===== config.mk =====
export PLATFORM = sky130hd
export DESIGN_NAME = ordered_list_engine_top_flat
export DESIGN_NICKNAME = d
export VERILOG_FILES = /design/src/ole_pkg.sv /design/src/ole_in_if.sv /design/src/ole_out_if.sv /design/src/ole_ram.sv /design/src/ordered_list_engine_top.sv /design/src/flat_wrapper.sv
export SDC_FILE = /design/constraint.sdc
export NUM_CORES = 2
export LEC_CHECK = 0
export BUFFER_PORTS_ARGS = -buffer_cell sky130_fd_sc_hd__buf_2
export CAP_MARGIN = 20
export CELL_PAD_IN_SITES_DETAIL_PLACEMENT = 0
export CELL_PAD_IN_SITES_GLOBAL_PLACEMENT = 1
export CORE_ASPECT_RATIO = 1.25
export CORE_MARGIN = 3
export CORE_UTILIZATION = 59
export CTS_BUF_LIST = sky130_fd_sc_hd__clkbuf_8
export CTS_CLUSTER_SIZE = 30
export DETAILED_ROUTE_END_ITERATION = 10
export PLACE_DENSITY_LB_ADDON = 0.1
export SLEW_MARGIN = 5
export SYNTH_ARGS = -nofsm -noshare
export SYNTH_HDL_FRONTEND = slang
export SYNTH_SLANG_ARGS = --single-unit
export TNS_END_PERCENT = 100

===== constraint.sdc =====
create_clock -name clk_i -period 6 [get_ports clk_i]
set_clock_uncertainty 0.2 [all_clocks]
set_input_delay 1.8 -clock clk_i [delete_from_list [all_inputs] [get_ports clk_i]]
set_output_delay 1.8 -clock clk_i [all_outputs]
set_load 0.01 [all_outputs]

===== src/ole_pkg.sv =====
// Package with the operation codes and sequencer states of the ordered list engine.
`timescale 1ns / 1ps
package ole_pkg;

  typedef enum logic [2:0] {
    K_CLEAR    = 3'd0,
    K_ADD_HEAD = 3'd1,
    K_ADD_TAIL = 3'd2,
    K_ADD_AT   = 3'd3,
    K_FIND     = 3'd4,
    K_REMOVE   = 3'd5,
    K_DUMP     = 3'd6,
    K_DUMP_REV = 3'd7
  } kind_e;

  typedef enum logic [5:0] {
    S_IDLE = 6'b000001,
    S_RD   = 6'b000010,
    S_CHK  = 6'b000100,
    S_NODE = 6'b001000,
    S_LINK = 6'b010000,
    S_EMIT = 6'b100000
  } state_e;

endpackage


===== src/ole_in_if.sv =====
// Input channel of the ordered list engine: one operation per item.
`timescale 1ns / 1ps
interface ole_in_if;
  logic               valid;
  logic               ready;
  logic [2:0]         kind;
  logic signed [31:0] value;
  logic [6:0]         position;

  modport source (output valid, kind, value, position, input ready);
  modport sink   (input valid, kind, value, position, output ready);
endinterface


===== src/ole_out_if.sv =====
// Output channel of the ordered list engine: one result per item.
`timescale 1ns / 1ps
interface ole_out_if;
  logic               valid;
  logic               ready;
  logic               status;
  logic signed [31:0] item_value;
  logic [6:0]         found_position;
  logic [6:0]         list_length;
  logic               last;

  modport source (output valid, status, item_value, found_position, list_length, last,
                  input ready);
  modport sink   (input valid, status, item_value, found_position, list_length, last,
                  output ready);
endinterface


===== src/ole_ram.sv =====
// Generic single-write, single-read RAM with registered read data.
`timescale 1ns / 1ps
module ole_ram #(
  parameter int WIDTH = 32,
  parameter int DEPTH = 64
) (
  input  logic                                   clk_i,
  input  logic                                   we_i,
  input  logic [(DEPTH > 1 ? $clog2(DEPTH) : 1)-1:0] waddr_i,
  input  logic [WIDTH-1:0]                       wdata_i,
  input  logic                                   re_i,
  input  logic [(DEPTH > 1 ? $clog2(DEPTH) : 1)-1:0] raddr_i,
  output logic [WIDTH-1:0]                       rdata_o
);

  logic [WIDTH-1:0] mem_q [DEPTH];
  logic [WIDTH-1:0] rdata_q;

  always_ff @(posedge clk_i) begin
    if (we_i) begin
      mem_q[waddr_i] <= wdata_i;
    end
    if (re_i) begin
      rdata_q <= mem_q[raddr_i];
    end
  end

  assign rdata_o = rdata_q;

endmodule


===== src/ordered_list_engine_top.sv =====
// Ordered list engine: a doubly linked list of signed values in a fixed entry pool.
// Clear and a dropped add go straight to the result state; add at head or tail writes the
// new node, then relinks its neighbour, then emits. Find, remove, add at an inner position
// and dumps walk the list, per entry one read of the value/link RAMs, then one compare.
// One operation is in flight at a time; a finished result waits in the output register.
// Reset empties the list at once; the memories are not cleared.
`timescale 1ns / 1ps
module ordered_list_engine_top #(
  parameter int CAPACITY = 64
) (
  input  logic      clk_i,
  input  logic      rst_ni,
  ole_in_if.sink    in_i,
  ole_out_if.source out_o
);
  import ole_pkg::*;

  localparam int AW = (CAPACITY > 1) ? $clog2(CAPACITY) : 1;
  localparam int PW = $clog2(CAPACITY + 1);
  localparam int CW = $clog2(CAPACITY + 2);
  localparam logic [PW-1:0] NIL = PW'(CAPACITY);

  function automatic logic vld(input logic [PW-1:0] x);
    return x < NIL;
  endfunction

  state_e state_q, state_d;
  kind_e  op_q, op_d;
  logic signed [31:0] val_q, val_d;
  logic [6:0] pos_q, pos_d;
  logic [PW-1:0] e_q, e_d, head_q, head_d, tail_q, tail_d, alloc_q, alloc_d;
  logic [CW-1:0] i_q, i_d, count_q, count_d, ef_fpos_q, ef_fpos_d;
  logic ef_status_q, ef_status_d;
  logic [PW-1:0] nn_q, nn_d, np_q, np_d;
  logic lne_q, lne_d, lpe_q, lpe_d;
  logic [PW-1:0] lna_q, lna_d, lnd_q, lnd_d, lpa_q, lpa_d, lpd_q, lpd_d;

  logic ov_q, o_status_q, o_last_q;
  logic signed [31:0] o_val_q;
  logic [6:0] o_fpos_q, o_len_q;
  logic load_out, lo_status, lo_last;
  logic signed [31:0] lo_val;
  logic [6:0] lo_fpos;
  logic out_free;

  logic [31:0] rv;
  logic [PW-1:0] rn, rp, nx;
  logic next_we, prev_we;
  logic [AW-1:0] next_wa, prev_wa;
  logic [PW-1:0] next_wd, prev_wd;

  assign out_free = !ov_q || out_o.ready;
  assign in_i.ready = (state_q == S_IDLE);

  assign next_we = (state_q == S_NODE) || ((state_q == S_LINK) && lne_q);
  assign next_wa = (state_q == S_NODE) ? alloc_q[AW-1:0] : lna_q[AW-1:0];
  assign next_wd = (state_q == S_NODE) ? nn_q : lnd_q;
  assign prev_we = (state_q == S_NODE) || ((state_q == S_LINK) && lpe_q);
  assign prev_wa = (state_q == S_NODE) ? alloc_q[AW-1:0] : lpa_q[AW-1:0];
  assign prev_wd = (state_q == S_NODE) ? np_q : lpd_q;

  ole_ram #(.WIDTH(32), .DEPTH(CAPACITY)) u_val_ram (
    .clk_i, .we_i(state_q == S_NODE), .waddr_i(alloc_q[AW-1:0]), .wdata_i(val_q),
    .re_i(state_q == S_RD), .raddr_i(e_q[AW-1:0]), .rdata_o(rv)
  );
  ole_ram #(.WIDTH(PW), .DEPTH(CAPACITY)) u_next_ram (
    .clk_i, .we_i(next_we), .waddr_i(next_wa), .wdata_i(next_wd),
    .re_i(state_q == S_RD), .raddr_i(e_q[AW-1:0]), .rdata_o(rn)
  );
  ole_ram #(.WIDTH(PW), .DEPTH(CAPACITY)) u_prev_ram (
    .clk_i, .we_i(prev_we), .waddr_i(prev_wa), .wdata_i(prev_wd),
    .re_i(state_q == S_RD), .raddr_i(e_q[AW-1:0]), .rdata_o(rp)
  );

  assign nx = (op_q == K_DUMP_REV) ? rp : rn;

  always_comb begin
    logic [PW-1:0] start;
    state_d = state_q; op_d = op_q; val_d = val_q; pos_d = pos_q;
    e_d = e_q; i_d = i_q; head_d = head_q; tail_d = tail_q;
    alloc_d = alloc_q; count_d = count_q;
    ef_fpos_d = ef_fpos_q; ef_status_d = ef_status_q;
    nn_d = nn_q; np_d = np_q;
    lne_d = lne_q; lna_d = lna_q; lnd_d = lnd_q;
    lpe_d = lpe_q; lpa_d = lpa_q; lpd_d = lpd_q;
    load_out = 1'b0; lo_status = 1'b0; lo_val = '0; lo_fpos = '0; lo_last = 1'b1;
    start = head_q;
    case (state_q)
      S_IDLE: begin
        if (in_i.valid) begin
          op_d = kind_e'(in_i.kind);
          val_d = in_i.value;
          pos_d = in_i.position;
          ef_fpos_d = '0;
          ef_status_d = 1'b0;
          e_d = head_q;
          i_d = CW'(1);
          lne_d = 1'b0;
          lpe_d = 1'b0;
          case (kind_e'(in_i.kind))
            K_CLEAR: begin
              head_d = NIL; tail_d = NIL; alloc_d = '0; count_d = '0;
              state_d = S_EMIT;
            end
            K_ADD_HEAD, K_ADD_TAIL, K_ADD_AT: begin
              if (alloc_q == NIL) begin
                ef_status_d = 1'b1;
                state_d = S_EMIT;
              end else if (kind_e'(in_i.kind) == K_ADD_HEAD ||
                           (kind_e'(in_i.kind) == K_ADD_AT && in_i.position == 7'd1 &&
                            int'(count_q) >= 1)) begin
                nn_d = head_q; np_d = NIL;
                lpe_d = vld(head_q); lpa_d = head_q; lpd_d = alloc_q;
                if (!vld(head_q)) tail_d = alloc_q;
                head_d = alloc_q;
                state_d = S_NODE;
              end else if (kind_e'(in_i.kind) == K_ADD_TAIL || in_i.position == 7'd0 ||
                           int'(in_i.position) > int'(count_q)) begin
                nn_d = NIL; np_d = tail_q;
                lne_d = vld(tail_q); lna_d = tail_q; lnd_d = alloc_q;
                if (!vld(tail_q)) head_d = alloc_q;
                tail_d = alloc_q;
                state_d = S_NODE;
              end else begin
                state_d = S_RD;
              end
            end
            default: begin
              if (kind_e'(in_i.kind) == K_DUMP_REV) start = tail_q;
              e_d = start;
              if (!vld(start)) begin
                if (kind_e'(in_i.kind) == K_FIND) ef_fpos_d = CW'(1);
                state_d = S_EMIT;
              end else begin
                state_d = S_RD;
              end
            end
          endcase
        end
      end
      S_RD: begin
        state_d = S_CHK;
      end
      S_CHK: begin
        case (op_q)
          K_FIND: begin
            if (rv == val_q) begin
              ef_fpos_d = i_q;
              state_d = S_EMIT;
            end else if (!vld(rn)) begin
              ef_fpos_d = i_q + CW'(1);
              state_d = S_EMIT;
            end else begin
              e_d = rn; i_d = i_q + CW'(1); state_d = S_RD;
            end
          end
          K_REMOVE: begin
            if (rv == val_q) begin
              lne_d = vld(rp); lna_d = rp; lnd_d = rn;
              if (!vld(rp)) head_d = rn;
              lpe_d = vld(rn); lpa_d = rn; lpd_d = rp;
              if (!vld(rn)) tail_d = rp;
              if (count_q != '0) count_d = count_q - CW'(1);
              state_d = S_LINK;
            end else if (!vld(rn)) begin
              state_d = S_EMIT;
            end else begin
              e_d = rn; state_d = S_RD;
            end
          end
          K_DUMP, K_DUMP_REV: begin
            if (out_free) begin
              load_out = 1'b1;
              lo_val = rv;
              lo_last = !vld(nx);
              if (vld(nx)) begin
                e_d = nx; state_d = S_RD;
              end else begin
                state_d = S_IDLE;
              end
            end
          end
          default: begin
            if (int'(i_q) + 1 == int'(pos_q)) begin
              nn_d = rn; np_d = e_q;
              lne_d = 1'b1; lna_d = e_q; lnd_d = alloc_q;
              lpe_d = vld(rn); lpa_d = rn; lpd_d = alloc_q;
              if (!vld(rn)) tail_d = alloc_q;
              state_d = S_NODE;
            end else begin
              e_d = rn; i_d = i_q + CW'(1); state_d = S_RD;
            end
          end
        endcase
      end
      S_NODE: begin
        alloc_d = alloc_q + PW'(1);
        count_d = count_q + CW'(1);
        state_d = S_LINK;
      end
      S_LINK: begin
        state_d = S_EMIT;
      end
      S_EMIT: begin
        if (out_free) begin
          load_out = 1'b1;
          lo_status = ef_status_q;
          lo_fpos = 7'(ef_fpos_q);
          state_d = S_IDLE;
        end
      end
      default: begin
        state_d = S_IDLE;
      end
    endcase
  end

  always_ff @(posedge clk_i or negedge rst_ni) begin
    if (!rst_ni) begin
      state_q <= S_IDLE;
      head_q <= NIL;
      tail_q <= NIL;
      alloc_q <= '0;
      count_q <= '0;
      ov_q <= 1'b0;
    end else begin
      state_q <= state_d;
      head_q <= head_d;
      tail_q <= tail_d;
      alloc_q <= alloc_d;
      count_q <= count_d;
      if (load_out) begin
        ov_q <= 1'b1;
      end else if (out_o.ready) begin
        ov_q <= 1'b0;
      end
    end
  end

  always_ff @(posedge clk_i) begin
    op_q <= op_d; val_q <= val_d; pos_q <= pos_d;
    e_q <= e_d; i_q <= i_d;
    ef_fpos_q <= ef_fpos_d; ef_status_q <= ef_status_d;
    nn_q <= nn_d; np_q <= np_d;
    lne_q <= lne_d; lna_q <= lna_d; lnd_q <= lnd_d;
    lpe_q <= lpe_d; lpa_q <= lpa_d; lpd_q <= lpd_d;
    if (load_out) begin
      o_status_q <= lo_status;
      o_val_q <= lo_val;
      o_fpos_q <= lo_fpos;
      o_last_q <= lo_last;
      o_len_q <= 7'(count_q);
    end
  end

  assign out_o.valid = ov_q;
  assign out_o.status = o_status_q;
  assign out_o.item_value = o_val_q;
  assign out_o.found_position = o_fpos_q;
  assign out_o.list_length = o_len_q;
  assign out_o.last = o_last_q;

endmodule


===== src/flat_wrapper.sv =====
// flat-port wrapper written by rule: the top's interface ports become plain ports
module ordered_list_engine_top_flat import ole_pkg::*;
#(
  parameter int CAPACITY = 64
)
  (clk_i, rst_ni, in_i_valid, in_i_kind, in_i_value, in_i_position, in_i_ready, out_o_valid, out_o_status, out_o_item_value, out_o_found_position, out_o_list_length, out_o_last, out_o_ready);
  ole_in_if in_i_i ();
  ole_out_if out_o_i ();
  input  logic clk_i;
  input  logic rst_ni;
  input wire logic [$bits(in_i_i.valid)-1:0] in_i_valid;
  input wire logic [$bits(in_i_i.kind)-1:0] in_i_kind;
  input wire logic [$bits(in_i_i.value)-1:0] in_i_value;
  input wire logic [$bits(in_i_i.position)-1:0] in_i_position;
  output wire logic [$bits(in_i_i.ready)-1:0] in_i_ready;
  output wire logic [$bits(out_o_i.valid)-1:0] out_o_valid;
  output wire logic [$bits(out_o_i.status)-1:0] out_o_status;
  output wire logic [$bits(out_o_i.item_value)-1:0] out_o_item_value;
  output wire logic [$bits(out_o_i.found_position)-1:0] out_o_found_position;
  output wire logic [$bits(out_o_i.list_length)-1:0] out_o_list_length;
  output wire logic [$bits(out_o_i.last)-1:0] out_o_last;
  input wire logic [$bits(out_o_i.ready)-1:0] out_o_ready;
  assign in_i_i.valid = in_i_valid;
  assign in_i_i.kind = in_i_kind;
  assign in_i_i.value = in_i_value;
  assign in_i_i.position = in_i_position;
  assign in_i_ready = in_i_i.ready;
  assign out_o_valid = out_o_i.valid;
  assign out_o_status = out_o_i.status;
  assign out_o_item_value = out_o_i.item_value;
  assign out_o_found_position = out_o_i.found_position;
  assign out_o_list_length = out_o_i.list_length;
  assign out_o_last = out_o_i.last;
  assign out_o_i.ready = out_o_ready;
  ordered_list_engine_top #(.CAPACITY(CAPACITY)) u_core (.clk_i(clk_i), .rst_ni(rst_ni), .in_i(in_i_i), .out_o(out_o_i));
endmodule

After elaboration in Yosys (flattened, before gate mapping)
Memories as Yosys holds them, arrays and structs flattened. A register that Yosys moved wholly into a read port is not among the register bits.
Index checks and enable logic that the tools add are counted.

storage, ports and cells
  bits in registers = 189
  output and inout bits = 50
  memories kept = 3
  RAM bits = 2944

memory list
  memory                   depth  width  read ports  clocked after Yosys merged registers in  wr ports  line           text
  u_core.u_val_ram.mem_q   64     32     1           1                                        1         ole_ram.sv:16  logic [WIDTH-1:0] mem_q [DEPTH];
  u_core.u_next_ram.mem_q  64     7      1           1                                        1         ole_ram.sv:16
  u_core.u_prev_ram.mem_q  64     7      1           1                                        1         ole_ram.sv:16

cells by class
  reductions and logical operators = 41
  $add $sub $neg = 5
  magnitude comparators = 8
  muxes and demuxes = 148
  eq/ne operators = 54

operator list
  cell                 number
  $mux 7               71
  $pmux 7 s2           17
  $mux 6               19
  $pmux 6 s2           5
  $lt 7x7->1 const B   6
  $pmux 6 s6           1
  $eq 32x32->1         1
  $eq 32x8->1          1
  $mux 1               25
  $add 7x1->7 const B  3
  $pmux 7 s3           1
  $ne 2x1->1 const B   10
  $eq 3x3->1 const B   6
  $ne 3x2->1 const B   6
  $pmux 6 s3           1
  $reduce_and 9->1     2
  $ne 2x2->1 const B   8
  $reduce_and 7->1     2
  $ne 3x3->1 const B   4
  $reduce_and 6->1     2
  $pmux 1 s2           5
  $reduce_and 10->1    1
  $ne 3x1->1 const B   3
  $reduce_and 3->1     3
  other kinds (34)     53

Longest topological paths before layout
  depth after elaboration = 10
  mapped depth = 10
  gate-level depth less buffers = 9

Modules after synthesis
From an unflattened synthesis, not the netlist that was laid out.

unflattened totals
  cell total of the unflattened synthesis = 6014
  area, all modules = 124049.0 um2

modules (own cells, without submodules)
  module                            area an instance (um2)  times used  cells each
  ole_ram at u_core.u_val_ram       79359.9                 1           3511
  ole_ram at u_core.u_next_ram ...  17743.3                 2           837
  ordered_list_engine_top           9202.6                  1           829

Worst setup path after synthesis
OpenSTA, ideal clock, no wires.

  kind = register to register
  from = register u_core.state_q[0]
  to = memory u_core.u_val_ram.mem_q[16][0] (enable)
  arrival time = 4.826 ns
  library setup time = 0.501 ns
  required time = 5.299 ns
  stages on the path, launching flop included = 8
  path slack = 0.473 ns
  cell sequence = dfstp_2 > clkbuf_1 > nor4_1 > nand3b_1 > clkbuf_1 > or3_1 > clkbuf_1 > nor4_1

between the ends
  longest elaborated chain between the ends = 3

ends and longest elaborated chain
  what                          line                            text
  start, declared               ordered_list_engine_top.sv:27   state_e state_q, state_d;
  start signal, assigned        ordered_list_engine_top.sv:227  state_q <= state_d;
  $eq 6x4->1                    ordered_list_engine_top.sv:63   .clk_i, .we_i(state_q == S_NODE), .waddr_i(alloc_q[AW-1:0]), .wdata_i(val_q),
  $mux 1                        ole_ram.sv:20                   if (we_i) begin
  $mux 1 (not written as such)  ole_ram.sv:21                   mem_q[waddr_i] <= wdata_i;
  end, declared                 ole_ram.sv:16

No other way between the ends.

Final worst setup path
  from = register u_core.val_q[4]
  to = register u_core.tail_q[0]

between the ends
  longest elaborated chain between the ends = 3

ends and longest elaborated chain
  what                         line                            text
  start, declared              ordered_list_engine_top.sv:29   logic signed [31:0] val_q, val_d;
  start signal, assigned       ordered_list_engine_top.sv:241  op_q <= op_d; val_q <= val_d; pos_q <= pos_d;
  $eq 32x32->1                 ordered_list_engine_top.sv:158  if (rv == val_q) begin
  $ne 3x2->1 (no line)         n/a
  $reduce_and 10->1 (no line)  n/a
  end signal, assigned         ordered_list_engine_top.sv:229  tail_q <= tail_d;
  end, declared                ordered_list_engine_top.sv:31   logic [PW-1:0] e_q, e_d, head_q, head_d, tail_q, tail_d, alloc_q, alloc_d;

No other way between the ends.
A chain may end at the register's enable or synchronous reset.

==> impl_metrics.toml <==
[run_status]
outcome = "complete, no violations"

[floorplan]
rows = 186
ios = 96
die_y_um = 516.6
die_area_sq_mm = 0.2141
start_util_pct = 59.62
die_w_um = 414.5
fp.coreArea_sq_mm = 0.2064

[worst_setup_path]
critPathRequiredTime_ns = 6.67
slowest_delay_ns = 0.76
crit_path_start_kind = "register"
crit_path_top_delay_cell = "nor4_1"
worstSetupPathType = "register to register"
critical_path_buf_inv_count = 2
cp-end-kind = "register"
cp.arrival_ns = 5.33
cp_max_fo = 65
path_common_cell = "buf_4"
crit_chain = "buf_4 > xor2_1 > nor4_1 > nand4_1 > nor2_1 > buf_4 > a21oi_1 > a2111oi_4 > mux2_2"
r2r_setup_slack_ns = 1.34
crit_family = "simple AND/OR/NAND/NOR gates"

[synthesis]
netlist_instances = 5381
syn_area_per_cell_sq_um = 22.87
seq_area_frac_synth_pct = 77.43
yosysTopAreaCell = "edfxtp_1"
ys_types = 60
synth_area_sq_mm = 0.1231
synth_area_leaders = "edfxtp_1 77%, mux4_2 17%, nor2_1 0.72%, dfrtp_1 0.65%, nand2_1 0.63%"
ys.warnings.count = 0
syn_nets = 5441
ys_ff_latch = 3179
synth_flop_cell = "edfxtp_1"
synth_edf_count = 3144
async_flop_share_pct = 1.101
yosys.area.top_type_share_pct = 76.71

[sta]
finalCritPeriodShare_pct = 77.66
slew_viol_final = 0
min_period_ns = 4.660
max_freq_mhz = 214.6
setup_viol = 0
timing.setup.tns_ns = 0
hold_violations = 0
maxSlewHeadroom_pct = 22.21
tightest_slew_ns = 1.163
fin_ws_ns = 1.340
rsz0062_at_grt = "false"

[clock_network]
cts_buffers = 469
cts-root-buf = "clkbuf_8"
cts_tree = "yes"
cts_sinks = 3179
clk_pin_slew_ns = 0.07
cts_resized = 0
clock_path_buffers = 4
post_cts_buffers = 0
worstSkewPairLatency_ns = 1.02
cts-htree-levels = 5
cts_hold_buf = 0

[placed_design]
port_buffers = 95
place_congestion = 0.8534
hpwl_mm = 173.7
pre_cts_slack_ns = 0.9507
place_area_sq_mm = 0.1283

[grt]
overflow = 0
grt_use_total_pct = 27.70
grt_pass1_wl_mm = 425.7
grt_max_degree = 128
grt_pass1_vias = 59646
antenna_found_initial = 11

[drt]
drtIter0Drc = 6421
post-route-drc-count = 0
wirelength_mm = 291.6
drtPass1Iterations = 5
vias = 57938
postRouteAntennaNets = 0
wl_per_cell_um = 32.43
vias_per_cell = 6.443

[layout]
drive_above_1_share_pct = 31.08
area.growth.synth_to_final_pct = 11.42
fin_nets = 5923
design_area_sq_mm = 0.1371

[pwr]
ir_worst_vdd_v = 0.0003044
leakage_nw = 43.27
power_density_mw_per_mm2 = 408.3

[flow_run]
max_cap_viol_count = 0

[min_path]
hold_path.class = "register to register"
## cell usage in the layout (no fill, tap or decap), drive strengths merged, types with 29 or more instances in the layout
| cell type | synthesis | routed |
|---|---|---|
| mux2i | 37 | 37 |
| xor2 | 40 | 40 |
| clkinv | 0 | 215 |
| a21oi | 42 | 42 |
| edfxtp | 3144 | 3144 |
| o21ai | 52 | 52 |
| a211oi | 39 | 39 |
| nor2 | 237 | 237 |
| inv | 19 | 161 |
| buf | 123 | 294 |
| nand3 | 29 | 29 |
| and2 | 44 | 44 |
| nand2 | 206 | 206 |
| dfrtp | 32 | 32 |
| mux4 | 942 | 942 |
| clkbuf | 160 | 483 |
## cell families after synthesis
family | after synthesis | share of synthesized area [%]
mux | 999 | 17.72
xor+xnor | 52 | 0.3812
simple gates | 636 | 2.318
fa+ha+maj | 14 | 0.1423
buf+inv | 302 | 0.9638
flops | 3179 | 77.43
compound gates | 199 | 1.047
## final cells by class
type,count,area [sq um]
clock inverter,384,2101
multi-input combinational,1900,27150
timing repair buffer,294,2432
tap,2726,3411
clock buffer,483,6648
antenna,7,17.52
fill,13277,69300
sequential,3179,95290
inverter,19,72.57
## cells in the mapped netlist, drive strengths merged (37+ instances only)
library cell	count
a211oi	39
xor2	40
and2	44
mux4	942
a21oi	42
edfxtp	3144
mux2i	37
buf	123
o21ai	52
nor2	237
nand2	206
clkbuf	160
## final timing paths
check	start	end	depth (start not counted)
setup / recovery	u_core.val_q[4]$_DFFE_PP_	u_core.tail_q[0]$_DFFE_PN0P_	9
hold / removal	u_core.head_q[4]$_DFFE_PN0P_	u_core.head_q[4]$_DFFE_PN0P_	1
setup reg to reg	u_core.val_q[4]$_DFFE_PP_	u_core.tail_q[0]$_DFFE_PN0P_	9
hold reg to reg	u_core.head_q[4]$_DFFE_PN0P_	u_core.head_q[4]$_DFFE_PN0P_	1
max in group asynchronous	rst_ni	u_core.alloc_q[0]$_DFFE_PN0P_	1
min in group asynchronous	rst_ni	u_core.count_q[1]$_DFFE_PN0P_	1
## worst register-to-register path, delay by kind of cell (launching register included)
family                    cells  cell delay (ns)
and+or+nand+nor               3             1.71
AOI/OAI and AO/OA             2             0.87
buffers and inverters         2             0.76
muxes                         1             0.41
DFF                           1             0.34
xor gates and xnor gates      1             0.22
## per-stage QoR
| step | std cells | power, W | util [%] | hold WS, ns |
|---|---|---|---|---|
| after floorplan | 5381 | 0.03555 | - | 0.2231 |
| after global placement | 8112 | 0.03997 | 62.14 | 0.3195 |
| after detailed placement | 8116 | 0.04016 | 62.17 | 0.3243 |
| after CTS | 8983 | 0.05643 | 66.40 | 0.3362 |
| after global routing | 8987 | 0.05807 | 66.42 | 0.3689 |
| final | 8992 | 0.05598 | 66.43 | 0.3408 |
## metal layers
metal  wire [um]  up-vias  share of wire [%]  track usage [%]
li1            -    23845                  -                -
met1      112100    31215                 38            37.95
met2      151000     2447                 52            46.85
met3       19420      431                6.7            4.185
met4        9172        0                3.1            8.851
met5           0        -                  0                0
## where the power goes
part	internal, W	switching (W)	total [W]
Sequential	0.0262	0.000481	0.0267
Clock	0.00832	0.00806	0.0164
Combinational	0.00560	0.00732	0.0129
Total	0.0401	0.0159	0.0560
## state kept, by name, indices dropped and copies added (netlist names), 7 cells and up
register	flops
u_core.u_val_ram.mem_q	2048
u_core.u_next_ram.mem_q	448
u_core.u_prev_ram.mem_q	448
u_core.out_o.item_value	32
u_core.u_val_ram.rdata_o	32
u_core.val_q	32
u_core.alloc_q	7
u_core.count_q	7
u_core.e_q	7
u_core.ef_fpos_q	7
u_core.head_q	7
u_core.i_q	7
u_core.lnd_q	7
u_core.lpd_q	7
u_core.nn_q	7
u_core.np_q	7
u_core.out_o.found_position	7
u_core.out_o.list_length	7
u_core.pos_q	7
u_core.tail_q	7
u_core.u_next_ram.rdata_o	7
u_core.u_prev_ram.rdata_o	7
Power figures use the tool's default switching activity.
